### src/design/cphd_pkg.sv
// Shared constants for the contact peak hit detector: register map, field widths, reset values.
package cphd_pkg;

  localparam int CFG_INDEX_BITS = 2;
  localparam int CFG_DATA_BITS  = 8;

  localparam int STEP_BITS      = 8;
  localparam int PEAK_TICK_BITS = 4;
  localparam int COUNT_BITS     = 5;

  typedef logic [CFG_INDEX_BITS-1:0] cfg_index_t;
  typedef logic [STEP_BITS-1:0]      step_t;
  typedef logic [PEAK_TICK_BITS-1:0] peak_tick_t;
  typedef logic [COUNT_BITS-1:0]     count_t;

  localparam cfg_index_t REG_BASELINE_STEP   = 2'd0;
  localparam cfg_index_t REG_FIRST_PEAK_TICK = 2'd1;
  localparam cfg_index_t REG_DECISION_TICK   = 2'd2;

  localparam step_t      BASELINE_STEP_RESET   = 8'd13;
  localparam peak_tick_t FIRST_PEAK_TICK_RESET = 4'd3;
  localparam count_t     DECISION_TICK_RESET   = 5'd10;

  localparam count_t     COUNT_MAX  = 5'd31;
  localparam count_t     CLEAR_LAST = 5'd2;

  localparam int BASE_RESET_INT = 1000;

endpackage

### src/design/contact_peak_hit_detector_top.sv
// Top level of the contact peak hit detector: tick counter, baseline tracker, peak hold, skid output.
// An accepted beat's result is registered into the output stage, or into the skid stage on a stall.
// Throughput: one beat per cycle unless the skid is full; all per-tick work is a single add/compare
// pass into the result register, with a one-entry skid stage so input is taken while a result waits.
// Reset (rst, synchronous, active high): counter 0, peak hold 0, baseline 1000 in fixed point,
// registers at baseline_step 13, first_peak_tick 3, decision_tick 10; both stages empty.
module contact_peak_hit_detector_top #(
  parameter int SAMPLE_BITS   = 12,
  parameter int FRACTION_BITS = 8
) (
  input  logic                                   clk,
  input  logic                                   rst,
  input  logic                                   s_tvalid,
  output logic                                   s_tready,
  // tip_coupled [0], sample [SAMPLE_BITS:1], zero fill
  input  logic [((SAMPLE_BITS+1+7)/8)*8-1:0]     s_tdata,
  // sample_late [0]
  input  logic                                   s_tuser,
  output logic                                   m_tvalid,
  input  logic                                   m_tready,
  // hit [0], held_value, baseline_level, coupled_ticks, zero fill
  output logic [((2*SAMPLE_BITS+FRACTION_BITS+6+7)/8)*8-1:0] m_tdata,
  input  logic                                   cfg_valid,
  output logic                                   cfg_ready,
  input  logic [cphd_pkg::CFG_INDEX_BITS-1:0]    cfg_index,
  input  logic [cphd_pkg::CFG_DATA_BITS-1:0]     cfg_data
);
  import cphd_pkg::*;

  localparam int BASE_BITS = SAMPLE_BITS + FRACTION_BITS;
  localparam int OUT_BITS  = 1 + SAMPLE_BITS + BASE_BITS + COUNT_BITS;
  localparam int OUT_W     = ((OUT_BITS + 7) / 8) * 8;
  localparam logic [BASE_BITS-1:0] BASE_RESET =
    BASE_BITS'(64'(BASE_RESET_INT) << FRACTION_BITS);

  step_t      baseline_step;
  peak_tick_t first_peak_tick;
  count_t     decision_tick;

  count_t                 tick_counter;
  logic [BASE_BITS-1:0]   baseline;
  logic [SAMPLE_BITS-1:0] peak_hold;

  count_t                 tick_counter_next;
  logic [BASE_BITS-1:0]   baseline_next;
  logic [SAMPLE_BITS-1:0] peak_hold_next;
  logic                   hit_next;

  logic                   in_coupled;
  logic [SAMPLE_BITS-1:0] in_sample;
  logic                   in_late;
  logic                   in_beat;

  count_t                 cap;
  count_t                 cnt;
  logic [BASE_BITS:0]     base_up;
  logic [BASE_BITS-1:0]   sample_q;
  logic [BASE_BITS-1:0]   peak_q;

  logic                   out_hit;
  logic [SAMPLE_BITS-1:0] out_held;
  logic [BASE_BITS-1:0]   out_base;
  count_t                 out_ticks;

  logic                   skid_valid;
  logic                   skid_hit;
  logic [SAMPLE_BITS-1:0] skid_held;
  logic [BASE_BITS-1:0]   skid_base;
  count_t                 skid_ticks;

  assign in_coupled = s_tdata[0];
  assign in_sample  = s_tdata[SAMPLE_BITS:1];
  assign in_late    = s_tuser;
  assign s_tready   = !skid_valid;
  assign in_beat    = s_tvalid && s_tready;
  assign cfg_ready  = 1'b1;

  assign m_tdata = OUT_W'({out_ticks, out_base, out_held, out_hit});

  always_comb begin
    cap = (decision_tick >= COUNT_MAX - 5'd1) ? COUNT_MAX : decision_tick + 5'd1;
    if (!in_coupled) begin
      cnt = '0;
    end else if (tick_counter >= cap) begin
      cnt = cap;
    end else begin
      cnt = tick_counter + 5'd1;
    end

    sample_q = {in_sample, {FRACTION_BITS{1'b0}}};
    peak_q   = {peak_hold, {FRACTION_BITS{1'b0}}};
    base_up  = {1'b0, baseline} + (BASE_BITS+1)'(baseline_step);

    tick_counter_next = tick_counter;
    baseline_next     = baseline;
    peak_hold_next    = peak_hold;
    hit_next          = 1'b0;

    if (in_late) begin
      if (!in_coupled) begin
        tick_counter_next = '0;
      end
    end else begin
      tick_counter_next = cnt;
      if (cnt == '0) begin
        peak_hold_next = in_sample;
        if (sample_q > baseline) begin
          baseline_next = base_up[BASE_BITS] ? '1 : base_up[BASE_BITS-1:0];
        end else if (baseline >= BASE_BITS'(baseline_step)) begin
          baseline_next = baseline - BASE_BITS'(baseline_step);
        end else begin
          baseline_next = '0;
        end
      end else if (cnt == decision_tick) begin
        hit_next = (peak_q < baseline);
      end else if (cnt <= CLEAR_LAST) begin
        peak_hold_next = '0;
      end else if (cnt >= COUNT_BITS'(first_peak_tick) && cnt < decision_tick) begin
        if (in_sample > peak_hold) begin
          peak_hold_next = in_sample;
        end
      end
    end
  end

  always_ff @(posedge clk) begin
    if (rst) begin
      baseline_step   <= BASELINE_STEP_RESET;
      first_peak_tick <= FIRST_PEAK_TICK_RESET;
      decision_tick   <= DECISION_TICK_RESET;
    end else if (cfg_valid && cfg_ready) begin
      case (cfg_index)
        REG_BASELINE_STEP:   baseline_step   <= cfg_data[STEP_BITS-1:0];
        REG_FIRST_PEAK_TICK: first_peak_tick <= cfg_data[PEAK_TICK_BITS-1:0];
        REG_DECISION_TICK:   decision_tick   <= cfg_data[COUNT_BITS-1:0];
        default: ;
      endcase
    end
  end

  always_ff @(posedge clk) begin
    if (rst) begin
      tick_counter <= '0;
      baseline     <= BASE_RESET;
      peak_hold    <= '0;
    end else if (in_beat) begin
      tick_counter <= tick_counter_next;
      baseline     <= baseline_next;
      peak_hold    <= peak_hold_next;
    end
  end

  always_ff @(posedge clk) begin
    if (rst) begin
      m_tvalid   <= 1'b0;
      skid_valid <= 1'b0;
    end else if (m_tvalid && m_tready) begin
      if (skid_valid) begin
        skid_valid <= 1'b0;
      end else if (!in_beat) begin
        m_tvalid <= 1'b0;
      end
    end else if (!m_tvalid) begin
      if (in_beat) begin
        m_tvalid <= 1'b1;
      end
    end else if (in_beat) begin
      skid_valid <= 1'b1;
    end
  end

  always_ff @(posedge clk) begin
    if (m_tvalid && m_tready && skid_valid) begin
      out_hit   <= skid_hit;
      out_held  <= skid_held;
      out_base  <= skid_base;
      out_ticks <= skid_ticks;
    end else if (in_beat && (!m_tvalid || m_tready)) begin
      out_hit   <= hit_next;
      out_held  <= peak_hold_next;
      out_base  <= baseline_next;
      out_ticks <= tick_counter_next;
    end
    if (in_beat && m_tvalid && !m_tready) begin
      skid_hit   <= hit_next;
      skid_held  <= peak_hold_next;
      skid_base  <= baseline_next;
      skid_ticks <= tick_counter_next;
    end
  end

  a_hit_on_decision: assert property (@(posedge clk) disable iff (rst)
    m_tvalid && out_hit |-> out_ticks == decision_tick && out_ticks != '0)
    else $error("hit beat not on decision tick");

  a_skid_needs_out: assert property (@(posedge clk) disable iff (rst)
    skid_valid |-> m_tvalid)
    else $error("skid stage full while output empty");

  a_stall_fills_skid: assert property (@(posedge clk) disable iff (rst)
    in_beat && m_tvalid && !m_tready |=> skid_valid && m_tvalid)
    else $error("beat taken during stall was not held");

endmodule
### config.mk
export PLATFORM = sky130hd
export DESIGN_NAME = contact_peak_hit_detector_top
export DESIGN_NICKNAME = d
export VERILOG_FILES = /design/src/design/cphd_pkg.sv /design/src/design/contact_peak_hit_detector_top.sv
export SDC_FILE = /design/constraint.sdc
export NUM_CORES = 1
export LEC_CHECK = 0
export BUFFER_PORTS_ARGS = -buffer_cell sky130_fd_sc_hd__buf_2
export CORE_MARGIN = 2
export CORE_UTILIZATION = 60
export DETAILED_ROUTE_END_ITERATION = 6
export PLACE_DENSITY_LB_ADDON = 0.15
export SLEW_MARGIN = 40
export SYNTH_ARGS = -nofsm -noshare
export SYNTH_HDL_FRONTEND = slang
export SYNTH_SLANG_ARGS = --single-unit
### constraint.sdc
create_clock -name clk -period 5.3 [get_ports clk]
set_input_delay 1.06 -clock clk [delete_from_list [all_inputs] [get_ports clk]]
set_output_delay 1.06 -clock clk [all_outputs]
set_load 0.03 [all_outputs]
==> out/qor.yml, run 1 <==
status:
  outcome: "complete, but fails checks"
  failed_checks: "design-rule violations"
finish:
  area_growth_pct: 12.1
  final_util_pct: 69.1
  final_area_mm2: 0.00963
  diodes: 0
  drive_above_1_share_pct: 16.0
  finalNetCount: 1094
route:
  vias: 7566
  via_per_inst: 6.39
  wl_per_cell_um: 19.2
  first_pass_iters: 7
  totalWireLength_mm: 22.7
  drc_errors: 2
  drt_iter0_markers: 722
  ant_nets: 0
synthesis:
  yosysUniqueCellTypes: 88
  synth_ff_type: "edfxtp_1"
  synthesis.area_mm2: 0.00858
  synth_top_area_share_pct: 26.6
  yosysSeqAreaShare_pct: 39.7
  yosysMostFrequentCell: "nor2_1"
  synth_edf_count: 76
  ys_async_sr_fraction_pct: 0
  ys_top_cells_by_count: "nor2_1, nand2_1, edfxtp_1"
  syn_inst: 941
  synth.largest_area_cell: "edfxtp_1"
  ys_ff_latch: 132
  yosys_warnings: 0
  yosys-top-cells-area: "edfxtp_1, dfxtp_1, ha_1"
  syn_avg_cell_area_um2: 9.12
sta:
  setup_ws_ns: 0.769
  fin_skew_ns: 0.00990
  maxSlewViolCount: 0
  slew-limit-headroom_pct: 39.7
  setup-tns-final_ns: 0
  hold_viol: 0
  fin_crit_sh_pct: 85.5
  worst_pin_slew_ns: 0.896
  finalSetupViolCount: 0
  rsz0062_at_grt: "false"
  fmax_ghz: 0.221
  fin_crit_ns: 4.53
setup_path:
  cp_common_cell: "ha_1"
  r2r_slack_ns: 0.77
  crit_family: "compound AO/OA/AOI/OAI gates"
  critPathMaxFanout: 13
  start_kind: "flop"
  cp-end-kind: "flop"
  crit_type: "reg2reg"
  critPathBufInv: 3
  arrival_ns: 4.85
  slowest_delay_ns: 0.45
  worstPathRequired_ns: 5.62
  crit_chain: "inv_1, ha_1, o2111ai_1, nand2_1, ha_1, nand2b_1, a21oi_1, o21a_1, mux2_2, inv_1, ha_1, nor2b_1, o211ai_1, a21boi_0, a211o_1, nor3b_2, buf_4, o31a_1, a22o_1"
  critPathSlowestCell: "o31a_1"
clock_network:
  cts_buffers: 17
  hold_buffers: 0
  clockBufferDepth: 2
  htreeDepth: 4
  clock-root-buffer: "clkbuf_16"
  cts.clk_slew.worst_paths_ns: 0.06
  clock_latency_ns: 0.43
  cts_setup_buffers: 0
  cts_resized: 0
  tritoncts: "built"
  clock_sinks: 132
floorplanning:
  row_count: 43
  coreArea_mm2: 0.0139
  start_util_pct: 61.6
  ioPinCount: 75
  die_w_um: 124
  die-area_mm2: 0.0153
  die_h_um: 124
placement:
  hpwl_mm: 16.1
  gp_congestion: 0.980
  dp_slack_ns: 0.808
  portBuffers: 68
  dpl-instance-area_mm2: 0.00906
worst_hold_path:
  hold_class: "reg2reg"
pwr:
  ir_drop_mv: 0.221
  p_leak_nw: 3.92
  power_density_mw_per_mm2: 308
global_routing:
  grt_pass1_vias: 7059
  grt_pass1_wl_mm: 36.2
  grt_usage_pct: 30.7
  antenna_found_initial: 0
  grt_max_degree: 39
  grt-ovfl-total: 0
run:
  drv_cap: 0
[worst paths after layout]
check / start / cells past startpoint / endpoint
worst max-delay path: decision_tick[0] / 19 / peak_hold[6]
worst min-delay path: first_peak_tick[0] / 2 / first_peak_tick[0]
worst max register to register: decision_tick[0] / 19 / peak_hold[6]
worst min register to register: first_peak_tick[0] / 2 / first_peak_tick[0]
[where the power goes]
group,switching [mW],internal (mW),total [mW]
combinational,0.405,0.212,0.617
clock,0.459,0.686,1.14
sequential,0.0414,1.16,1.20
total,0.906,2.06,2.96
[cells by family after synthesis]
| kind of cell | count (synthesis) | synth area share [%] |
|---|---|---|
| simple gates | 324 | 18.5 |
| compound gates | 262 | 21.2 |
| flops | 132 | 39.7 |
| buf+inv | 113 | 5.42 |
| fa+ha+maj | 71 | 10.5 |
| mux | 30 | 3.89 |
| xor+xnor | 7 | 0.714 |
| other cells | 2 | 0.0875 |
[worst min-delay path: stages, from the launching register on]
cell,delay (ns)
dfxtp_1,0.34
mux2i_1,0.08
nand2_1,0.06
[final cells by class]
type                            instances  area [µm²]
Clock buffer                           18         429
Clock inverter                         14         139
Fill cell                            1094        4310
Inverter                               60         225
Multi-Input combinational cell        697        4750
Sequential cell                       132        3400
Tap cell                              180         225
Timing Repair Buffer                   83         453
[through the flow]
step           instances  hold slack [ns]  total power, mW
2_1_floorplan        942            0.451             1.65
3_3_place_gp        1152            0.475             1.81
3_5_place_dp        1152            0.474             1.83
4_1_cts             1184            0.493             2.95
5_1_grt             1184            0.511             3.07
6_report            1184            0.499             2.96
[registers in the layout, summed over array words and instances (netlist names), 4 cells and up]
name             flops
baseline_step        8
out_held            12
out_ticks            5
baseline            20
decision_tick        5
peak_hold           12
first_peak_tick      4
skid_base           20
skid_held           12
out_base            20
skid_ticks           5
tick_counter         5
[cells in the final DEF, fill, tap and decap left out, drive strengths merged, types with 5 or more instances in the layout]
master	instances
o211ai	13
and3	7
or3	10
nand4	6
clkinvlp	6
a31oi	26
nor2b	7
inv	59
nand2b	8
nand3	27
a21o	10
nor3	41
edfxtp	76
buf	83
ha	69
o2111ai	7
clkbuf	18
nand2	80
nor4	11
a211oi	18
dfxtp	56
a21oi	56
or2	9
a22o	12
mux2	18
and2	7
o21ai	51
o21a	6
o31ai	10
mux2i	12
xnor2	5
clkinv	7
nor2	97
[routing by layer]
| layer | part of all wire, % | vias to the layer above | track usage [%] |
|---|---|---|---|
| li1 | - | 3590 | - |
| met1 | 44 | 3600 | 42.0 |
| met2 | 46 | 324 | 48.4 |
| met3 | 6.6 | 52 | 5.04 |
| met4 | 2.5 | 0 | 13.0 |
| met5 | 0 | - | 0 |
No activity file was read; power rests on OpenSTA's default activity.
==> inputs of run 2 (changes only) <==
- CORE_UTILIZATION: 60 -> 55
- clock period: 5.3 -> 3.8 ns (I/O delays scaled with it)
==> out/qor.yml, run 2 (synthesized netlist as in run 1, its figures left out) <==
finish:
  drive_above_1_share_pct: 26.4
  area_growth_pct: 25.2
  multi_input_area_mm2: 0.00505
  register_area_mm2: 0.00341
  diodes: 0
  finalNetCount: 1177
  final_cell_mix: "nor2_1, buf_4, edfxtp_1"
  layout_commonest_cell: "nor2_1"
  fin_cells: 1275
  largestRegisters: "baseline: 20 flops, out_base: 20 flops, skid_base: 20 flops"
  fillers: 1146
sta:
  slew-limit-headroom_pct: 43.6
  fmax_ghz: 0.247
  holdWs_ns: 0.516
  maxSlewViolCount: 0
  fin_crit_ns: 4.05
  setup-tns-final_ns: -6.54
  fin_skew_ns: 0.0120
  hold_viol: 0
  worst_pin_slew_ns: 0.846
  fin_crit_sh_pct: 107
  rsz0062_at_grt: "true"
  setup_ws_ns: -0.252
  finalSetupViolCount: 36
clock_network:
  clock-root-buffer: "clkbuf_16"
  cts_buffers: 17
  clockBufferDepth: 2
  hold_buffers: 0
  clock_sinks: 132
  clock_latency_ns: 0.44
  cts.clk_slew.worst_paths_ns: 0.06
  tritoncts: "built"
  htreeDepth: 4
floorplanning:
  ioPinCount: 75
  die_w_um: 129
  row_count: 45
  coreArea_mm2: 0.0152
  die-area_mm2: 0.0166
  die_h_um: 129
  start_util_pct: 56.5
global_routing:
  antenna_found_initial: 0
  grt_util_met2_pct: 50.2
  grt_usage_pct: 30.9
  grt-ovfl-total: 0
  busiest_layer: "met2"
  use_met3_pct: 4.95
  grt_use_met1_pct: 42.0
  grt_pass1_vias: 7496
  grt_pass1_wl_mm: 39.7
  grt_max_degree: 54
route:
  vias: 8009
  via_per_inst: 6.28
  drt_iter0_markers: 946
  drc_errors: 0
  first_pass_iters: 6
  wl_per_cell_um: 20.2
  totalWireLength_mm: 25.8
  ant_nets: 0
setup_path:
  critPathMaxFanout: 7
  crit_type: "reg2reg"
  crit_family: "compound AO/OA/AOI/OAI gates"
  worstPathRequired_ns: 4.13
  critPathBufInv: 4
  crit_chain: "ha_4, nand3_1, mux2i_1, inv_1, ha_1, a21oi_2, o21a_1, mux2_4, inv_2, buf_6, ha_4, nor2b_1, o211ai_1, a21boi_1, a211o_1, nor3b_4, clkbuf_16, o31a_4, a22o_1"
  arrival_ns: 4.38
  start_kind: "flop"
  slowest_delay_ns: 0.38
  cp-end-kind: "flop"
  cp_common_cell: "ha_4"
  critPathSlowestCell: "dfxtp_4"
pwr:
  switching_share_pct: 30.4
  p_int_mw: 3.15
  power_density_mw_per_mm2: 421
  ir_drop_mv: 0.330
  combPwrFrac_pct: 23.8
  power_mw: 4.53
  pwr-share-clk_pct: 39.3
  p_sw_mw: 1.37
  p_leak_nw: 4.47
  seq_power_share_pct: 36.9
placement:
  hpwl_mm: 17.4
  dpl.cell_count: 1224
  portBuffers: 68
  gp_congestion: 0.952
status:
  outcome: "complete, but fails checks"
  failed_checks: "negative setup slack"
worst_hold_path:
  hold_class: "reg2reg"
run:
  drv_cap: 0
## run 2: worst min-delay path, stage by stage, from the launching register on
cell	delay, ns
dfxtp_1	0.33
mux2i_1	0.07
nor2_1	0.08
## run 2: repair_timing
action | CTS | global route
endpoints found under the setup margin | 37 | 54
gates resized for setup | 44 | 38
endpoints found under the hold margin | 0 | 0
pin swaps | 21 | 33
buffers inserted | 13 | 5
gates cloned | 2 | 1
## run 2: final cells by class
cell class | instances | area share, %
Multi-Input combinational cell | 698 | 47.0
Sequential cell | 132 | 31.7
Timing Repair Buffer | 165 | 11.1
Clock buffer | 18 | 3.99
Tap cell | 188 | 2.19
Inverter | 60 | 2.10
Clock inverter | 14 | 1.90
## run 2: power groups by stage
stage / clock (mW) / sequential [mW] / combinational, mW
after floorplan: 0 / 1.77 / 0.537
after global placement: 0 / 1.69 / 0.921
after detailed placement: 0 / 1.69 / 0.937
after CTS: 1.79 / 1.67 / 1.01
after global routing: 1.85 / 1.68 / 1.16
final: 1.78 / 1.67 / 1.08
## run 2: worst paths after layout
| path | startpoint | to | slack (ns) | cells after the start |
|---|---|---|---|---|
| hold / removal | first_peak_tick[3] | first_peak_tick[3] | 0.52 | 2 |
| setup / recovery | decision_tick[1] | peak_hold[11] | -0.25 | 19 |
| setup reg to reg | decision_tick[1] | peak_hold[11] | -0.25 | 19 |
| hold reg to reg | first_peak_tick[3] | first_peak_tick[3] | 0.52 | 2 |
## run 2: stage by stage
stage / area [µm²] / utilization [%] / setup slack [ns]
after floorplan: 8610 / - / 0.00812
after global placement: 9610 / 63.2 / -0.542
after detailed placement: 9610 / 63.2 / -0.703
after CTS: 10500 / 69.2 / -0.195
after global routing: 10700 / 70.7 / -0.479
final: 10700 / 70.7 / -0.252
## run 2: per-layer routing
| layer | vias to the layer above | part of all wire, % | wire length (µm) |
|---|---|---|---|
| met5 | - | 0 | 0 |
| met4 | 0 | 2.8 | 719 |
| met3 | 70 | 7.0 | 1810 |
| met2 | 384 | 48 | 12300 |
| met1 | 3793 | 43 | 11000 |
| li1 | 3762 | - | - |
==> inputs of run 3 (changes only) <==
- BUFFER_PORTS_ARGS: -buffer_cell sky130_fd_sc_hd__buf_2 -> -buffer_cell sky130_fd_sc_hd__buf_4
==> out/qor.yml, run 3 (synthesized netlist as in run 1, its figures left out) <==
status:
  outcome: "complete, but fails checks"
  failed_checks: "negative setup slack"
worst_hold_path:
  holdPathStages: 2
  worstHoldEndpoint: "first_peak_tick[3]"
  min_from: "first_peak_tick[3]"
  hold_class: "reg2reg"
setup_path:
  crit_type: "reg2reg"
  path_depth: 19
  crit_chain: "ha_4, nand3_2, mux2i_1, inv_1, ha_4, nand3_2, buf_4, o211ai_1, o211ai_1, ha_1, nand2b_4, a21o_1, a21o_1, a21oi_2, a211o_1, nor3b_4, buf_4, o31a_4, a22o_1"
  critPathSlowestCell: "o31a_4"
  worstPathRequired_ns: 4.12
  timing.rr.start: "decision_tick[1]"
  start_kind: "flop"
  slowest_delay_ns: 0.39
  cp-end-kind: "flop"
  r2r-end: "peak_hold[1]"
  critPathBufInv: 3
  arrival_ns: 4.31
  r2r_slack_ns: -0.19
  critPathMaxFanout: 6
  rr_worst_depth: 19
  crit_family: "compound AO/OA/AOI/OAI gates"
floorplanning:
  die_w_um: 129
  ioPinCount: 75
  die_h_um: 129
  coreArea_mm2: 0.0152
  start_util_pct: 56.5
  die-area_mm2: 0.0166
  row_count: 45
route:
  totalWireLength_mm: 25.1
  wl_per_cell_um: 19.9
  via_per_inst: 6.27
  drc_errors: 0
  ant_nets: 0
  drt_iter0_markers: 779
  vias: 7928
  first_pass_iters: 5
sta:
  maxSlewViolCount: 0
  holdWs_ns: 0.497
  fin_crit_sh_pct: 105
  finalSetupViolCount: 36
  slew-limit-headroom_pct: 51.7
  fmax_ghz: 0.251
  fin_skew_ns: 0.00675
  hold_viol: 0
  rsz0062_at_grt: "true"
  fin_crit_ns: 3.99
  worst_pin_slew_ns: 0.724
  setup_ws_ns: -0.186
clock_network:
  cts.clk_slew.worst_paths_ns: 0.06
  clock-root-buffer: "clkbuf_16"
  cts_buffers: 17
  htreeDepth: 4
  clockBufferDepth: 2
  clock_sinks: 132
  tritoncts: "built"
  clock_latency_ns: 0.43
placement:
  dp_slack_ns: -0.321
  dpl-instance-area_mm2: 0.00968
  portBuffers: 68
  gp_congestion: 1.01
  hpwl_mm: 16.9
run:
  drv_cap: 0
pwr:
  power_density_mw_per_mm2: 417
  ir_drop_mv: 0.316
  power_mw: 4.51
  p_leak_nw: 4.46
finish:
  final_util_pct: 71.0
  largestRegisters: "baseline: 20 flops, out_base: 20 flops, skid_base: 20 flops"
  final_area_mm2: 0.0108
  final_cell_mix: "buf_4, nor2_1, edfxtp_1"
  finalNetCount: 1167
  layout_commonest_cell: "buf_4"
  diodes: 0
  drive_above_1_share_pct: 27.0
  area_growth_pct: 25.8
global_routing:
  antenna_found_initial: 0
  grt_usage_pct: 30.5
  grt-ovfl-total: 0
  grt_max_degree: 39
  grt_pass1_wl_mm: 39.2
  grt_pass1_vias: 7538
-- run 3: cell types whose count changed in the layout (fill, tap and decap cells not counted), moves of 2 or more --
cell       before  now
a21oi_2         3    5
buf_12          6    2
buf_2          68    1
buf_4          81  143
clkinv_4        5    2
inv_6           1    4
nand2_4         3    5
nand3_1        25   23
nand3_4         0    2
o2111ai_4       2    0
o21ai_1        10    4
o21ai_2         3    9
-- run 3: worst max path at each step --
stage	startpoint	to	slack [ns]
final	decision_tick[1]	peak_hold[1]	-0.19
after global placement	decision_tick[0]	peak_hold[5]	-0.21
after floorplan	decision_tick[0]	peak_hold[10]	0.008
after global routing	decision_tick[0]	out_held[1]	-0.43
after CTS	decision_tick[0]	peak_hold[2]	-0.08
after detailed placement	decision_tick[0]	peak_hold[11]	-0.32
-- run 3: per-layer routing --
| layer | routed length [µm] | global-route usage (%) | share of wire (%) |
|---|---|---|---|
| met1 | 10800 | 40.5 | 43 |
| met2 | 11700 | 47.9 | 46 |
| met3 | 1890 | 6.57 | 7.5 |
| met4 | 812 | 13.9 | 3.2 |
| met5 | 0 | 0 | 0 |
-- run 3: worst reg2reg max path, stage by stage (launching register included) --
cell,delay (ns)
dfxtp_4,0.38
ha_4,0.17
nand3_2,0.07
mux2i_1,0.22
inv_1,0.11
ha_4,0.28
nand3_2,0.08
buf_4,0.14
o211ai_1,0.17
o211ai_1,0.18
ha_1,0.35
nand2b_4,0.12
a21o_1,0.13
a21o_1,0.14
a21oi_2,0.06
a211o_1,0.30
nor3b_4,0.19
buf_4,0.15
o31a_4,0.39
a22o_1,0.23
-- run 3: what timing repair did --
| item | CTS | global route |
|---|---|---|
| gates cloned | 2 | 2 |
| setup endpoints to repair | 37 | 51 |
| hold buffers | 0 | 0 |
| pin swaps | 34 | 37 |
| resized for setup | 46 | 55 |
| setup buffers | 10 | 9 |
-- run 3: through the flow --
step / setup TNS [ns] / std cells
finish: -4.36 / 1265
global route: -12.53 / 1265
CTS: -1.25 / 1257
detailed placement: -7.63 / 1213
global placement: -5.17 / 1213
floorplan: 0 / 942
-- run 3: power breakdown --
part	total [mW]	internal, mW	switching (mW)
clock	1.72	1.06	0.668
combinational	1.11	0.456	0.652
sequential	1.67	1.62	0.0567
-- run 3: layout make-up --
| type | instances | area [µm²] |
|---|---|---|
| Tap cell | 188 | 235 |
| Sequential cell | 132 | 3410 |
| Fill cell | 1148 | 4400 |
| Multi-Input combinational cell | 698 | 5090 |
| Inverter | 60 | 228 |
| Clock inverter | 14 | 175 |
| Timing Repair Buffer | 155 | 1220 |
| Clock buffer | 18 | 439 |
